==> config.mk <==
export PLATFORM = sky130hd
export DESIGN_NAME = scan_code_set1_keyboard_decoder
export DESIGN_NICKNAME = d
export VERILOG_FILES = /design/src/rtl/scs1_pkg.sv /design/src/rtl/scs1_keymap.sv /design/src/rtl/scs1_xlat.sv /design/src/rtl/scan_code_set1_keyboard_decoder.sv
export SDC_FILE = /design/constraint.sdc
export NUM_CORES = 1
export LEC_CHECK = 0
export BUFFER_PORTS_ARGS = -buffer_cell sky130_fd_sc_hd__buf_2
export CAP_MARGIN = 30
export CORE_ASPECT_RATIO = 1.2
export CORE_MARGIN = 2
export CORE_UTILIZATION = 64
export CTS_BUF_LIST = sky130_fd_sc_hd__clkbuf_8
export CTS_CLUSTER_DIAMETER = 200
export DETAILED_ROUTE_END_ITERATION = 10
export PLACE_DENSITY = 0.82
export SLEW_MARGIN = 20
export SYNTH_ARGS = -nofsm -noshare
export SYNTH_HDL_FRONTEND = slang
export SYNTH_SLANG_ARGS = --single-unit
==> constraint.sdc <==
create_clock -name clk_i -period 3 [get_ports clk_i]
set_input_delay 0.15 -clock clk_i [delete_from_list [all_inputs] [get_ports clk_i]]
set_output_delay 0.15 -clock clk_i [all_outputs]
set_load 0.03 [all_outputs]
==> src/rtl/scs1_pkg.sv <==
// shared types, constants and translation tables for the scan code decoder
`timescale 1ns / 1ps
`default_nettype none

package scs1_pkg;

  typedef enum logic [1:0] {
    FN_SCAN  = 2'd0,
    FN_QUERY = 2'd1,
    FN_XLAT  = 2'd2,
    FN_NONE  = 2'd3
  } func_e;

  localparam int unsigned KeyBits  = 7;
  localparam int unsigned NumKeys  = 1 << KeyBits;
  localparam int unsigned DataBits = 16;
  localparam int unsigned CharBits = 7;

  localparam logic [7:0]          PrefixByte = 8'hE0;
  localparam logic [KeyBits-1:0]  KcLshift   = 7'h2A;
  localparam logic [KeyBits-1:0]  KcRshift   = 7'h36;
  localparam logic [KeyBits-1:0]  KcCaps     = 7'h3A;
  localparam logic [KeyBits-1:0]  KcEnter    = 7'h1C;
  localparam logic [KeyBits-1:0]  KcBksp     = 7'h0E;
  localparam logic [8:0]          ExtMark    = 9'h1C0;
  localparam logic [CharBits-1:0] ChBksp     = 7'h08;
  localparam logic [CharBits-1:0] ChEnter    = 7'h0A;

  typedef struct packed {
    logic               en;
    logic [KeyBits-1:0] addr;
    logic               val;
  } map_wr_t;

  function automatic logic [CharBits-1:0] rom_plain(input logic [KeyBits-1:0] kc);
    logic [CharBits-1:0] ch;
    unique case (kc)
      7'd1:    ch = 7'h1B;
      7'd2:    ch = 7'h31;
      7'd3:    ch = 7'h32;
      7'd4:    ch = 7'h33;
      7'd5:    ch = 7'h34;
      7'd6:    ch = 7'h35;
      7'd7:    ch = 7'h36;
      7'd8:    ch = 7'h37;
      7'd9:    ch = 7'h38;
      7'd10:   ch = 7'h39;
      7'd11:   ch = 7'h30;
      7'd12:   ch = 7'h2D;
      7'd13:   ch = 7'h3D;
      7'd14:   ch = 7'h08;
      7'd15:   ch = 7'h09;
      7'd16:   ch = 7'h71;
      7'd17:   ch = 7'h77;
      7'd18:   ch = 7'h65;
      7'd19:   ch = 7'h72;
      7'd20:   ch = 7'h74;
      7'd21:   ch = 7'h79;
      7'd22:   ch = 7'h75;
      7'd23:   ch = 7'h69;
      7'd24:   ch = 7'h6F;
      7'd25:   ch = 7'h70;
      7'd26:   ch = 7'h5B;
      7'd27:   ch = 7'h5D;
      7'd28:   ch = 7'h0A;
      7'd30:   ch = 7'h61;
      7'd31:   ch = 7'h73;
      7'd32:   ch = 7'h64;
      7'd33:   ch = 7'h66;
      7'd34:   ch = 7'h67;
      7'd35:   ch = 7'h68;
      7'd36:   ch = 7'h6A;
      7'd37:   ch = 7'h6B;
      7'd38:   ch = 7'h6C;
      7'd39:   ch = 7'h3B;
      7'd40:   ch = 7'h27;
      7'd41:   ch = 7'h60;
      7'd43:   ch = 7'h5C;
      7'd44:   ch = 7'h7A;
      7'd45:   ch = 7'h78;
      7'd46:   ch = 7'h63;
      7'd47:   ch = 7'h76;
      7'd48:   ch = 7'h62;
      7'd49:   ch = 7'h6E;
      7'd50:   ch = 7'h6D;
      7'd51:   ch = 7'h2C;
      7'd52:   ch = 7'h2E;
      7'd53:   ch = 7'h2F;
      7'd55:   ch = 7'h2A;
      7'd57:   ch = 7'h20;
      default: ch = '0;
    endcase
    return ch;
  endfunction

  function automatic logic [CharBits-1:0] rom_upper(input logic [KeyBits-1:0] kc);
    logic [CharBits-1:0] ch;
    unique case (kc)
      7'd1:    ch = 7'h1B;
      7'd2:    ch = 7'h21;
      7'd3:    ch = 7'h40;
      7'd4:    ch = 7'h23;
      7'd5:    ch = 7'h24;
      7'd6:    ch = 7'h25;
      7'd7:    ch = 7'h5E;
      7'd8:    ch = 7'h26;
      7'd9:    ch = 7'h2A;
      7'd10:   ch = 7'h28;
      7'd11:   ch = 7'h29;
      7'd12:   ch = 7'h5F;
      7'd13:   ch = 7'h2B;
      7'd14:   ch = 7'h08;
      7'd15:   ch = 7'h09;
      7'd16:   ch = 7'h51;
      7'd17:   ch = 7'h57;
      7'd18:   ch = 7'h45;
      7'd19:   ch = 7'h52;
      7'd20:   ch = 7'h54;
      7'd21:   ch = 7'h59;
      7'd22:   ch = 7'h55;
      7'd23:   ch = 7'h49;
      7'd24:   ch = 7'h4F;
      7'd25:   ch = 7'h50;
      7'd26:   ch = 7'h7B;
      7'd27:   ch = 7'h7D;
      7'd28:   ch = 7'h0A;
      7'd30:   ch = 7'h41;
      7'd31:   ch = 7'h53;
      7'd32:   ch = 7'h44;
      7'd33:   ch = 7'h46;
      7'd34:   ch = 7'h47;
      7'd35:   ch = 7'h48;
      7'd36:   ch = 7'h4A;
      7'd37:   ch = 7'h4B;
      7'd38:   ch = 7'h4C;
      7'd39:   ch = 7'h3A;
      7'd40:   ch = 7'h22;
      7'd41:   ch = 7'h7E;
      7'd43:   ch = 7'h7C;
      7'd44:   ch = 7'h5A;
      7'd45:   ch = 7'h58;
      7'd46:   ch = 7'h43;
      7'd47:   ch = 7'h56;
      7'd48:   ch = 7'h42;
      7'd49:   ch = 7'h4E;
      7'd50:   ch = 7'h4D;
      7'd51:   ch = 7'h3C;
      7'd52:   ch = 7'h3E;
      7'd53:   ch = 7'h3F;
      7'd55:   ch = 7'h2A;
      7'd57:   ch = 7'h20;
      default: ch = '0;
    endcase
    return ch;
  endfunction

endpackage

`default_nettype wire

==> src/rtl/scs1_keymap.sv <==
// per-key pressed map: memory with registered read, reset valid bits and write forwarding
`timescale 1ns / 1ps
`default_nettype none

module scs1_keymap (
  input  wire logic                        clk_i,
  input  wire logic                        rst_ni,
  input  wire logic                        rd_en_i,
  input  wire logic [scs1_pkg::KeyBits-1:0] rd_addr_i,
  input  wire scs1_pkg::map_wr_t           wr_i,
  output logic                             rd_pressed_o
);
  import scs1_pkg::*;

  logic                key_mem_q [NumKeys];
  logic [NumKeys-1:0]  vld_q;
  logic [NumKeys-1:0]  vld_d;
  logic                rd_data_q;
  logic                rd_vld_q;
  logic                rd_vld_d;
  logic                fwd;

  assign fwd = wr_i.en && (wr_i.addr == rd_addr_i);

  always_comb begin
    vld_d = vld_q;
    if (wr_i.en) begin
      vld_d[wr_i.addr] = 1'b1;
    end
    rd_vld_d = fwd ? 1'b1 : vld_q[rd_addr_i];
  end

  always_ff @(posedge clk_i) begin
    if (wr_i.en) begin
      key_mem_q[wr_i.addr] <= wr_i.val;
    end
    if (rd_en_i) begin
      rd_data_q <= fwd ? wr_i.val : key_mem_q[rd_addr_i];
    end
  end

  always_ff @(posedge clk_i or negedge rst_ni) begin
    if (!rst_ni) begin
      vld_q    <= '0;
      rd_vld_q <= 1'b0;
    end else begin
      vld_q <= vld_d;
      if (rd_en_i) begin
        rd_vld_q <= rd_vld_d;
      end
    end
  end

  assign rd_pressed_o = rd_vld_q && rd_data_q;

endmodule

`default_nettype wire

==> src/rtl/scs1_xlat.sv <==
// key code to ascii translation with fixed backspace and enter
`timescale 1ns / 1ps
`default_nettype none

module scs1_xlat (
  input  wire logic [scs1_pkg::DataBits-1:0] code_i,
  input  wire logic                          upper_i,
  output logic      [scs1_pkg::CharBits-1:0] char_o
);
  import scs1_pkg::*;

  logic [KeyBits-1:0] kc;
  logic               in_range;

  assign kc       = code_i[KeyBits-1:0];
  assign in_range = (code_i[DataBits-1:KeyBits] == '0);

  always_comb begin
    priority if (!in_range) begin
      char_o = '0;
    end else if (kc == KcBksp) begin
      char_o = ChBksp;
    end else if (kc == KcEnter) begin
      char_o = ChEnter;
    end else if (upper_i) begin
      char_o = rom_upper(kc);
    end else begin
      char_o = rom_plain(kc);
    end
  end

endmodule

`default_nettype wire

==> src/rtl/scan_code_set1_keyboard_decoder.sv <==
// Scan code set 1 keyboard decoder top level.
// Input channel: func_i and data_i with in_valid_i, in_stall_o.
// Output channel: one result item per input item on event_valid_o,
// event_break_o, event_code_o, pressed_o and ascii_char_o with
// out_valid_o, out_stall_i.
// func 0 feeds a raw scan byte, func 1 asks whether a key is held,
// func 2 translates a key code to ascii; func 3 gives an all-zero result.
// An item is captured into an input register together with the registered
// read of the pressed map, worked on combinationally and written into the
// result register, which drives out_valid_o.
// One item is accepted every cycle while the output is not stalled; the
// pressed map read is bypassed from the write of the item ahead.
// Reset clears shift, caps, the extended prefix flag, the map valid bits
// and both pipeline stages; no clearing pass is needed.
// While out_stall_i holds a result, that result stays put, the input
// register keeps one more item, and in_stall_o rises once both are full.
`timescale 1ns / 1ps
`default_nettype none

module scan_code_set1_keyboard_decoder (
  input  wire logic                          clk_i,
  input  wire logic                          rst_ni,
  input  wire logic                          in_valid_i,
  output logic                               in_stall_o,
  input  wire logic [1:0]                    func_i,
  input  wire logic [scs1_pkg::DataBits-1:0] data_i,
  output logic                               out_valid_o,
  input  wire logic                          out_stall_i,
  output logic                               event_valid_o,
  output logic                               event_break_o,
  output logic      [scs1_pkg::DataBits-1:0] event_code_o,
  output logic                               pressed_o,
  output logic      [scs1_pkg::CharBits-1:0] ascii_char_o
);
  import scs1_pkg::*;

  logic                 s1_valid_q;
  func_e                s1_func_q;
  logic [DataBits-1:0]  s1_data_q;
  logic                 out_valid_q;
  logic                 shift_q, shift_d;
  logic                 caps_q, caps_d;
  logic                 ext_q, ext_d;
  logic                 out_free;
  logic                 fire;
  logic                 accept;
  logic [7:0]           scan_byte;
  logic [KeyBits-1:0]   kc;
  logic                 brk;
  logic                 is_prefix;
  logic                 rd_pressed;
  logic [CharBits-1:0]  xlat_char;
  map_wr_t              map_wr;

  logic                 ev_valid_d, ev_break_d, pressed_d;
  logic [DataBits-1:0]  ev_code_d;
  logic                 ev_valid_q, ev_break_q, pressed_q;
  logic [DataBits-1:0]  ev_code_q;
  logic [CharBits-1:0]  ascii_q;

  assign out_free   = !out_valid_q || !out_stall_i;
  assign fire       = s1_valid_q && out_free;
  assign in_stall_o = s1_valid_q && !out_free;
  assign accept     = in_valid_i && !in_stall_o;

  assign scan_byte = s1_data_q[7:0];
  assign kc        = scan_byte[KeyBits-1:0];
  assign brk       = scan_byte[7];
  assign is_prefix = (scan_byte == PrefixByte);

  scs1_keymap u_keymap (
    .clk_i        (clk_i),
    .rst_ni       (rst_ni),
    .rd_en_i      (accept),
    .rd_addr_i    (data_i[KeyBits-1:0]),
    .wr_i         (map_wr),
    .rd_pressed_o (rd_pressed)
  );

  scs1_xlat u_xlat (
    .code_i  (s1_data_q),
    .upper_i (shift_q ^ caps_q),
    .char_o  (xlat_char)
  );

  always_comb begin
    shift_d    = shift_q;
    caps_d     = caps_q;
    ext_d      = ext_q;
    map_wr     = '{en: 1'b0, addr: kc, val: !brk};
    ev_valid_d = 1'b0;
    ev_break_d = 1'b0;
    ev_code_d  = '0;
    pressed_d  = 1'b0;
    unique case (s1_func_q)
      FN_SCAN: begin
        if (is_prefix) begin
          ext_d = 1'b1;
        end else begin
          ext_d      = 1'b0;
          map_wr.en  = fire;
          ev_valid_d = 1'b1;
          ev_break_d = brk;
          ev_code_d  = ext_q ? {ExtMark, kc} : {{(DataBits-KeyBits){1'b0}}, kc};
          if (kc == KcLshift || kc == KcRshift) begin
            shift_d = !brk;
          end
          if (!brk && kc == KcCaps) begin
            caps_d = !caps_q;
          end
        end
      end
      FN_QUERY: begin
        pressed_d = (s1_data_q[DataBits-1:KeyBits] == '0) && rd_pressed;
      end
      FN_XLAT:  ;
      FN_NONE:  ;
    endcase
  end

  always_ff @(posedge clk_i or negedge rst_ni) begin
    if (!rst_ni) begin
      s1_valid_q  <= 1'b0;
      out_valid_q <= 1'b0;
      shift_q     <= 1'b0;
      caps_q      <= 1'b0;
      ext_q       <= 1'b0;
    end else begin
      if (!s1_valid_q || out_free) begin
        s1_valid_q <= accept;
      end
      if (out_free) begin
        out_valid_q <= s1_valid_q;
      end
      if (fire) begin
        shift_q <= shift_d;
        caps_q  <= caps_d;
        ext_q   <= ext_d;
      end
    end
  end

  always_ff @(posedge clk_i) begin
    if (accept) begin
      s1_func_q <= func_e'(func_i);
      s1_data_q <= data_i;
    end
    if (fire) begin
      ev_valid_q <= ev_valid_d;
      ev_break_q <= ev_break_d;
      ev_code_q  <= ev_code_d;
      pressed_q  <= pressed_d;
      ascii_q    <= (s1_func_q == FN_XLAT) ? xlat_char : '0;
    end
  end

  assign out_valid_o   = out_valid_q;
  assign event_valid_o = ev_valid_q;
  assign event_break_o = ev_break_q;
  assign event_code_o  = ev_code_q;
  assign pressed_o     = pressed_q;
  assign ascii_char_o  = ascii_q;

endmodule

`default_nettype wire
==> flow_metrics.env, run 1 <==
export IMPL_arrival_ps=3160
export IMPL_tightestPinTransition_ps=861.1
export IMPL_insertion_delay_ps=570
export IMPL_synth_top_area_share_pct=35.41
export IMPL_hold_viol_final=0
export IMPL_setup_tns_ps=0
export IMPL_synth_edf_count=165
export IMPL_drtIter0Drc=794
export IMPL_mostFrequentLayoutCell="edfxtp_1"
export IMPL_nFillCells=1386
export IMPL_grt_max_degree=77
export IMPL_cp_end_kind="register"
export IMPL_post_cts_buffers=0
export IMPL_drive_above_1_share_pct=26.37
export IMPL_place_ws_ps=316.3
export IMPL_setup_viol=0
export IMPL_cts_root_buf="clkbuf_8"
export IMPL_regArea_um2=8588
export IMPL_row_count=59
export IMPL_synthesis_area_um2=13990
export IMPL_vias_per_cell=6.342
export IMPL_diodes=0
export IMPL_htreeDepth=2
export IMPL_fmax_ghz=0.3660
export IMPL_fin_util_pct=72.91
export IMPL_synthArstFlopShare_pct=42.81
export IMPL_grt_pass1_vias=9706
export IMPL_nets=1169
export IMPL_setup_ws_ps=267.6
export IMPL_drc=0
export IMPL_num_vias=9170
export IMPL_grtUsageTotal_pct=29.78
export IMPL_core_area_um2=21560
export IMPL_powerDensity_nw_per_um2=576.1
export IMPL_wl_per_cell_um=23.18
export IMPL_status="finished clean"
export IMPL_hold_slack_ps=56.04
export IMPL_total_power_mw=9.054
export IMPL_post_route_period_util_pct=91.08
export IMPL_power_leakage_nw=6.630
export IMPL_first_pass_iters=5
export IMPL_synth_seq_cells=313
export IMPL_cts_tree="done"
export IMPL_ir_drop_mv=0.4449
export IMPL_layout_common_cells="edfxtp_1 (165), nor2_1 (156), dfrtp_1 (134)"
export IMPL_rsz0062_at_grt="no"
export IMPL_grt_ovfl_total=0
export IMPL_initial_core_util_pct=64.91
export IMPL_layout_min_cycle_time_ps=2732
export IMPL_portBuffers=43
export IMPL_skew_ps=24.23
export IMPL_hp_class="in2reg"
export IMPL_grt_antenna_before_repair=0
export IMPL_die_w_um=139.0
export IMPL_ys_flop_type="edfxtp_1"
export IMPL_hpwlAfterDp_um=21480
export IMPL_synth_largest_area_cell="edfxtp_1"
export IMPL_cap_viol_max_count=0
export IMPL_startpoint_type="register"
export IMPL_yosysSeqAreaShare_pct=61.38
export IMPL_yosys_warnings=0
export IMPL_die_area_um2=23060
export IMPL_ys_top_cells_by_area="edfxtp_1 (35%), dfrtp_1 (24%), mux4_2 (11%)"
export IMPL_drt_total_wl_um=33510
export IMPL_clk_pin_slew_ps=60
export IMPL_avgSynthCellArea_um2=13.50
export IMPL_cts_buffers_inserted=48
export IMPL_crit_required_ps=3420
export IMPL_stdcell_area_um2=15720
export IMPL_area_growth_pct=12.33
export IMPL_clkSinkCount=313
export IMPL_postRouteAntennaNets=0
export IMPL_syn_inst=1036
export IMPL_io_pins=50
export IMPL_multi_input_area_um2=5045
export IMPL_grt_pass1_wl_um=52880
export IMPL_crit_type="reg2reg"
export IMPL_dp_cells=1342
export IMPL_cts_max_path_buffers=3
export IMPL_slew_headroom_pct=42.51
export IMPL_critPathMaxFanout=9
export IMPL_placed_area_um2=14670
export IMPL_die_y_um=166.0
export IMPL_layout_cells_non_filler=1446
export IMPL_gp_congestion=0.8984
export IMPL_ys_types=78
export IMPL_drv_slew=0
## metal layers
| layer | part of all wire, % | global-route usage [%] | routed length [um] |
|---|---|---|---|
| met5 | 0 | 0 | 0 |
| met4 | 4.2 | 14.36 | 1407 |
| met3 | 7.6 | 5.940 | 2554 |
| met2 | 50 | 49.11 | 16750 |
| met1 | 38 | 38.47 | 12800 |
## power breakdown
part           leakage (nW)  switching [mW]  total, mW  internal, mW
Combinational          2.59           0.618       1.03         0.409
Clock                 0.562            1.60       3.25          1.64
Sequential             3.48          0.0776       4.78          4.70
## logic make-up (layout without fill, tap and decap cells)
kind of cell / Yosys count / in the layout / share of synthesized area [%]
buffers and inverters: 74 / 205 / 2.719
and+or+nand+nor: 411 / 411 / 14.51
xor gates and xnor gates: 11 / 11 / 0.6887
AOI/OAI and AO/OA: 114 / 114 / 5.715
DFF: 313 / 313 / 61.38
adders and majority gates: 12 / 12 / 1.073
other: 1 / 6 / 0.02680
muxes: 100 / 100 / 13.88
## cell type report
cell class	count	share of cell area (%)
well taps	274	2.181
clock inverters	33	0.8518
flip-flops and latches	313	54.65
clock buffers	54	4.729
repair buffers	107	5.230
multi-input cells	654	32.10
inverters	11	0.2627
## sequential cells by signal, indices dropped and copies added (netlist names), named ones only
register,count
u_keymap.vld_q,128
u_keymap.key_mem_q,128
u_keymap.rd_vld_q,1
ascii_char_o,7
out_valid_o,1
event_valid_o,1
event_code_o,8
s1_valid_q,1
u_keymap.rd_data_q,1
caps_q,1
shift_q,1
s1_data_q,16
pressed_o,1
ext_q,1
event_break_o,1
s1_func_q,2
## critical path: stages (launching register included)
cell	delay (ps)
dfrtp_1	410
nand3_1	190
nand2_1	130
inv_2	130
mux2_2	440
clkinv_1	190
ha_1	300
mux4_2	280
nor2_1	40
a311oi_1	370
a21oi_1	110
## final timing paths
kind | endpoint | depth (start not counted) | slack [ps] | start
max | register | 10 | 270 | out_valid_o
min | s1_data_q[5] | 1 | 60 | data_i[5]
max reg2reg | register | 10 | 270 | out_valid_o
min reg2reg | u_keymap.vld_q[4] | 1 | 460 | u_keymap.vld_q[4]
max in group asynchronous | u_keymap.vld_q[25] | 3 | 2030 | rst_ni
min in group asynchronous | u_keymap.vld_q[63] | 2 | 160 | rst_ni
## Yosys cell counts (6+ instances only)
master and n:
nand2_1 61, o21ai_0 20, nor2b_1 10, edfxtp_1 165, mux2i_1 15, and2_1 10, a22oi_1 9, ha_1 12
mux4_2 71, nor2_1 156, dfrtp_1 134, inv_1 6, or2_1 64, a21oi_1 26, xor2_1 9, nand3_1 14
nor3_1 6, buf_2 15, or2_2 65, clkbuf_1 26, dfxtp_1 14, mux2_2 10, buf_4 16
## timing repair
action | CTS | global route
hold endpoints to repair | 83 | 0
resized for setup | 0 | 0
hold buffers | 17 | 0
Power figures use the tool's default switching activity.
==> inputs of run 2 (changes only) <==
--- a/config.mk
+++ b/config.mk
@@ -7,7 +7,6 @@
 export LEC_CHECK = 0
 export BUFFER_PORTS_ARGS = -buffer_cell sky130_fd_sc_hd__buf_2
 export CAP_MARGIN = 30
-export CORE_ASPECT_RATIO = 1.2
 export CORE_MARGIN = 2
 export CORE_UTILIZATION = 64
 export CTS_BUF_LIST = sky130_fd_sc_hd__clkbuf_8
==> run 2 against run 1 <==
  * Setup slack better by 5.7 ps
  * First-iteration DRC count is 11% higher
  * Highest routed layer unchanged
  * Clock skew is 3.0 ps lower
  * Fmax is 0.21% higher
  * Count of clock-buffer cells in the layout is 1 higher
  * Clock power is 6.2% higher
  * Sequential power hardly changed
  * Power is 1.9% higher
  * Final cell count is 0.14% higher
  * Critical path depth is 1 higher
  * Routed wire length is 4.4% lower
  * Sequential share of layout area is 0.083 points lower
==> flow_metrics.env, run 2 (same netlist as run 1, synthesis figures left out) <==
export IMPL_status="finished clean"
export IMPL_total_power_mw=9.229
export IMPL_area_growth_pct=12.50
export IMPL_layout_common_cells="edfxtp_1 (165), nor2_1 (156), dfrtp_1 (134)"
export IMPL_grt_pass1_vias=9266
export IMPL_rsz0062_at_grt="no"
export IMPL_initial_core_util_pct=64.71
export IMPL_route_met3_wl_um=2313
export IMPL_slew_headroom_pct=45.30
export IMPL_drv_slew=0
export IMPL_cts_root_buf="clkbuf_8"
export IMPL_reg_top3="u_keymap.key_mem_q: 128 flops, u_keymap.vld_q: 128 flops, s1_data_q: 16 flops"
export IMPL_die_w_um=151.9
export IMPL_vias_per_cell=6.219
export IMPL_htreeDepth=2
export IMPL_cp_end_kind="register"
export IMPL_p_int_mw=6.954
export IMPL_powerDensity_nw_per_um2=586.3
export IMPL_rrSetupSlack_ps=270
export IMPL_gp_congestion=0.9170
export IMPL_clk_pin_slew_ps=70
export IMPL_power_frac_clock_pct=37.3
export IMPL_ctsHoldBuffers=17
export IMPL_mostFrequentLayoutCell="edfxtp_1"
export IMPL_wl_met2_um=15340
export IMPL_io_pins=50
export IMPL_row_count=54
export IMPL_die_y_um=151.9
export IMPL_skew_ps=21.18
export IMPL_min_from="data_i[4]"
export IMPL_die_area_um2=23060
export IMPL_portBuffers=43
export IMPL_ir_drop_mv=0.3729
export IMPL_startpoint_type="register"
export IMPL_hp_class="in2reg"
export IMPL_routed_top_layer="met4"
export IMPL_grt_max_degree=88
export IMPL_postRouteAntennaNets=0
export IMPL_layout_min_cycle_time_ps=2727
export IMPL_tightestPinTransition_ps=820.5
export IMPL_power_frac_comb_pct=10.9
export IMPL_drtIter0Drc=883
export IMPL_p_sw_mw=2.275
export IMPL_clkSinkCount=313
export IMPL_grt_pass1_wl_um=51200
export IMPL_crit_type="reg2reg"
export IMPL_num_vias=9005
export IMPL_grtUsageTotal_pct=28.35
export IMPL_cts_max_path_buffers=3
export IMPL_wl_per_cell_um=22.12
export IMPL_drc=0
export IMPL_cts_tree="done"
export IMPL_sequentialPowerShare_pct=51.7
export IMPL_fmax_ghz=0.3667
export IMPL_crit_required_ps=3490
export IMPL_sw_frac_of_total_pct=24.65
export IMPL_min_path_cells=1
export IMPL_fin_util_pct=72.80
export IMPL_first_pass_iters=5
export IMPL_wl_met1_um=13480
export IMPL_power_leakage_nw=6.608
export IMPL_cts_buffers_inserted=47
export IMPL_arrival_ps=3210
export IMPL_insertion_delay_ps=570
export IMPL_hpwlAfterDp_um=20680
export IMPL_cts_resized_gates=0
export IMPL_setup_viol=0
export IMPL_min_to="s1_data_q[4]"
export IMPL_setup_tns_ps=0
export IMPL_nets=1162
export IMPL_drive_above_1_share_pct=26.56
export IMPL_rr_startpoint="out_valid_o"
export IMPL_post_cts_buffers=0
export IMPL_core_area_um2=21620
export IMPL_critPathMaxFanout=26
export IMPL_hold_viol_final=0
export IMPL_post_route_period_util_pct=90.89
export IMPL_drt_total_wl_um=32030
export IMPL_r2r_cells=11
export IMPL_grt_antenna_before_repair=1
export IMPL_cap_viol_max_count=0
export IMPL_grt_ovfl_total=0
[run 2: changes by cell type in the layout (fill, tap and decap cells not counted)]
cell / delta
diode_2: +1
clkinv_1: +2
clkinv_2: +4
inv_1: -8
clkbuf_8: +1
buf_12: -1
bufinv_16: +2
buf_4: -5
[run 2: how the worst max path moves through the flow]
stage,slack [ps],to,cells past startpoint,startpoint
2_1_floorplan,70,register,11,out_valid_o
3_3_place_gp,370,register,9,data_i[0]
3_5_place_dp,290,register,9,data_i[0]
4_1_cts,290,register,11,out_valid_o
5_1_grt,20,register,11,out_valid_o
6_report,270,register,11,out_valid_o
[run 2: cell type report]
class	instances	area (um2)
Antenna cell	1	2.502
Inverter	11	41.29
Timing Repair Buffer	101	764.5
Fill cell	1389	5881
Clock buffer	55	757.0
Sequential cell	313	8588
Multi-Input combinational cell	654	5045
Clock inverter	33	191.4
Tap cell	280	350.3
[run 2: layer usage]
layer | track usage, % | vias up
li1 | - | 3966
met1 | 41.15 | 4553
met2 | 44.55 | 404
met3 | 5.077 | 82
met4 | 9.568 | 0
met5 | 0 | -
[run 2: metrics by stage]
| stage | hold WS [ps] | setup slack, ps | std cells | instance area (um2) |
|---|---|---|---|---|
| 6_report | 56.79 | 273.3 | 1448 | 15740 |
| 5_1_grt | 18.09 | 23.88 | 1448 | 15740 |
| 4_1_cts | 4.324 | 291.2 | 1447 | 15740 |
| 3_5_place_dp | 279.0 | 292.7 | 1342 | 14620 |
| 3_3_place_gp | 263.5 | 365.8 | 1342 | 14620 |
| 2_1_floorplan | -145.6 | 71.24 | 1041 | 14010 |
[run 2: worst max-delay path: stages, from the launching register on]
cell,delay [ps]
dfrtp_1,410
nand3_1,170
nand2_1,140
inv_2,100
buf_4,330
mux2_2,240
ha_1,330
inv_1,150
mux4_2,460
nor2_1,140
a22oi_1,80
o21ai_1,100
[run 2: power by group through the flow]
stage | Combinational, mW | Sequential [mW] | Clock [mW]
2_1_floorplan | 0.655 | 4.87 | 0
3_5_place_dp | 0.984 | 4.86 | 0
4_1_cts | 1.01 | 4.77 | 3.49
3_3_place_gp | 0.968 | 4.85 | 0
6_report | 1.01 | 4.77 | 3.45
5_1_grt | 1.09 | 4.79 | 3.69
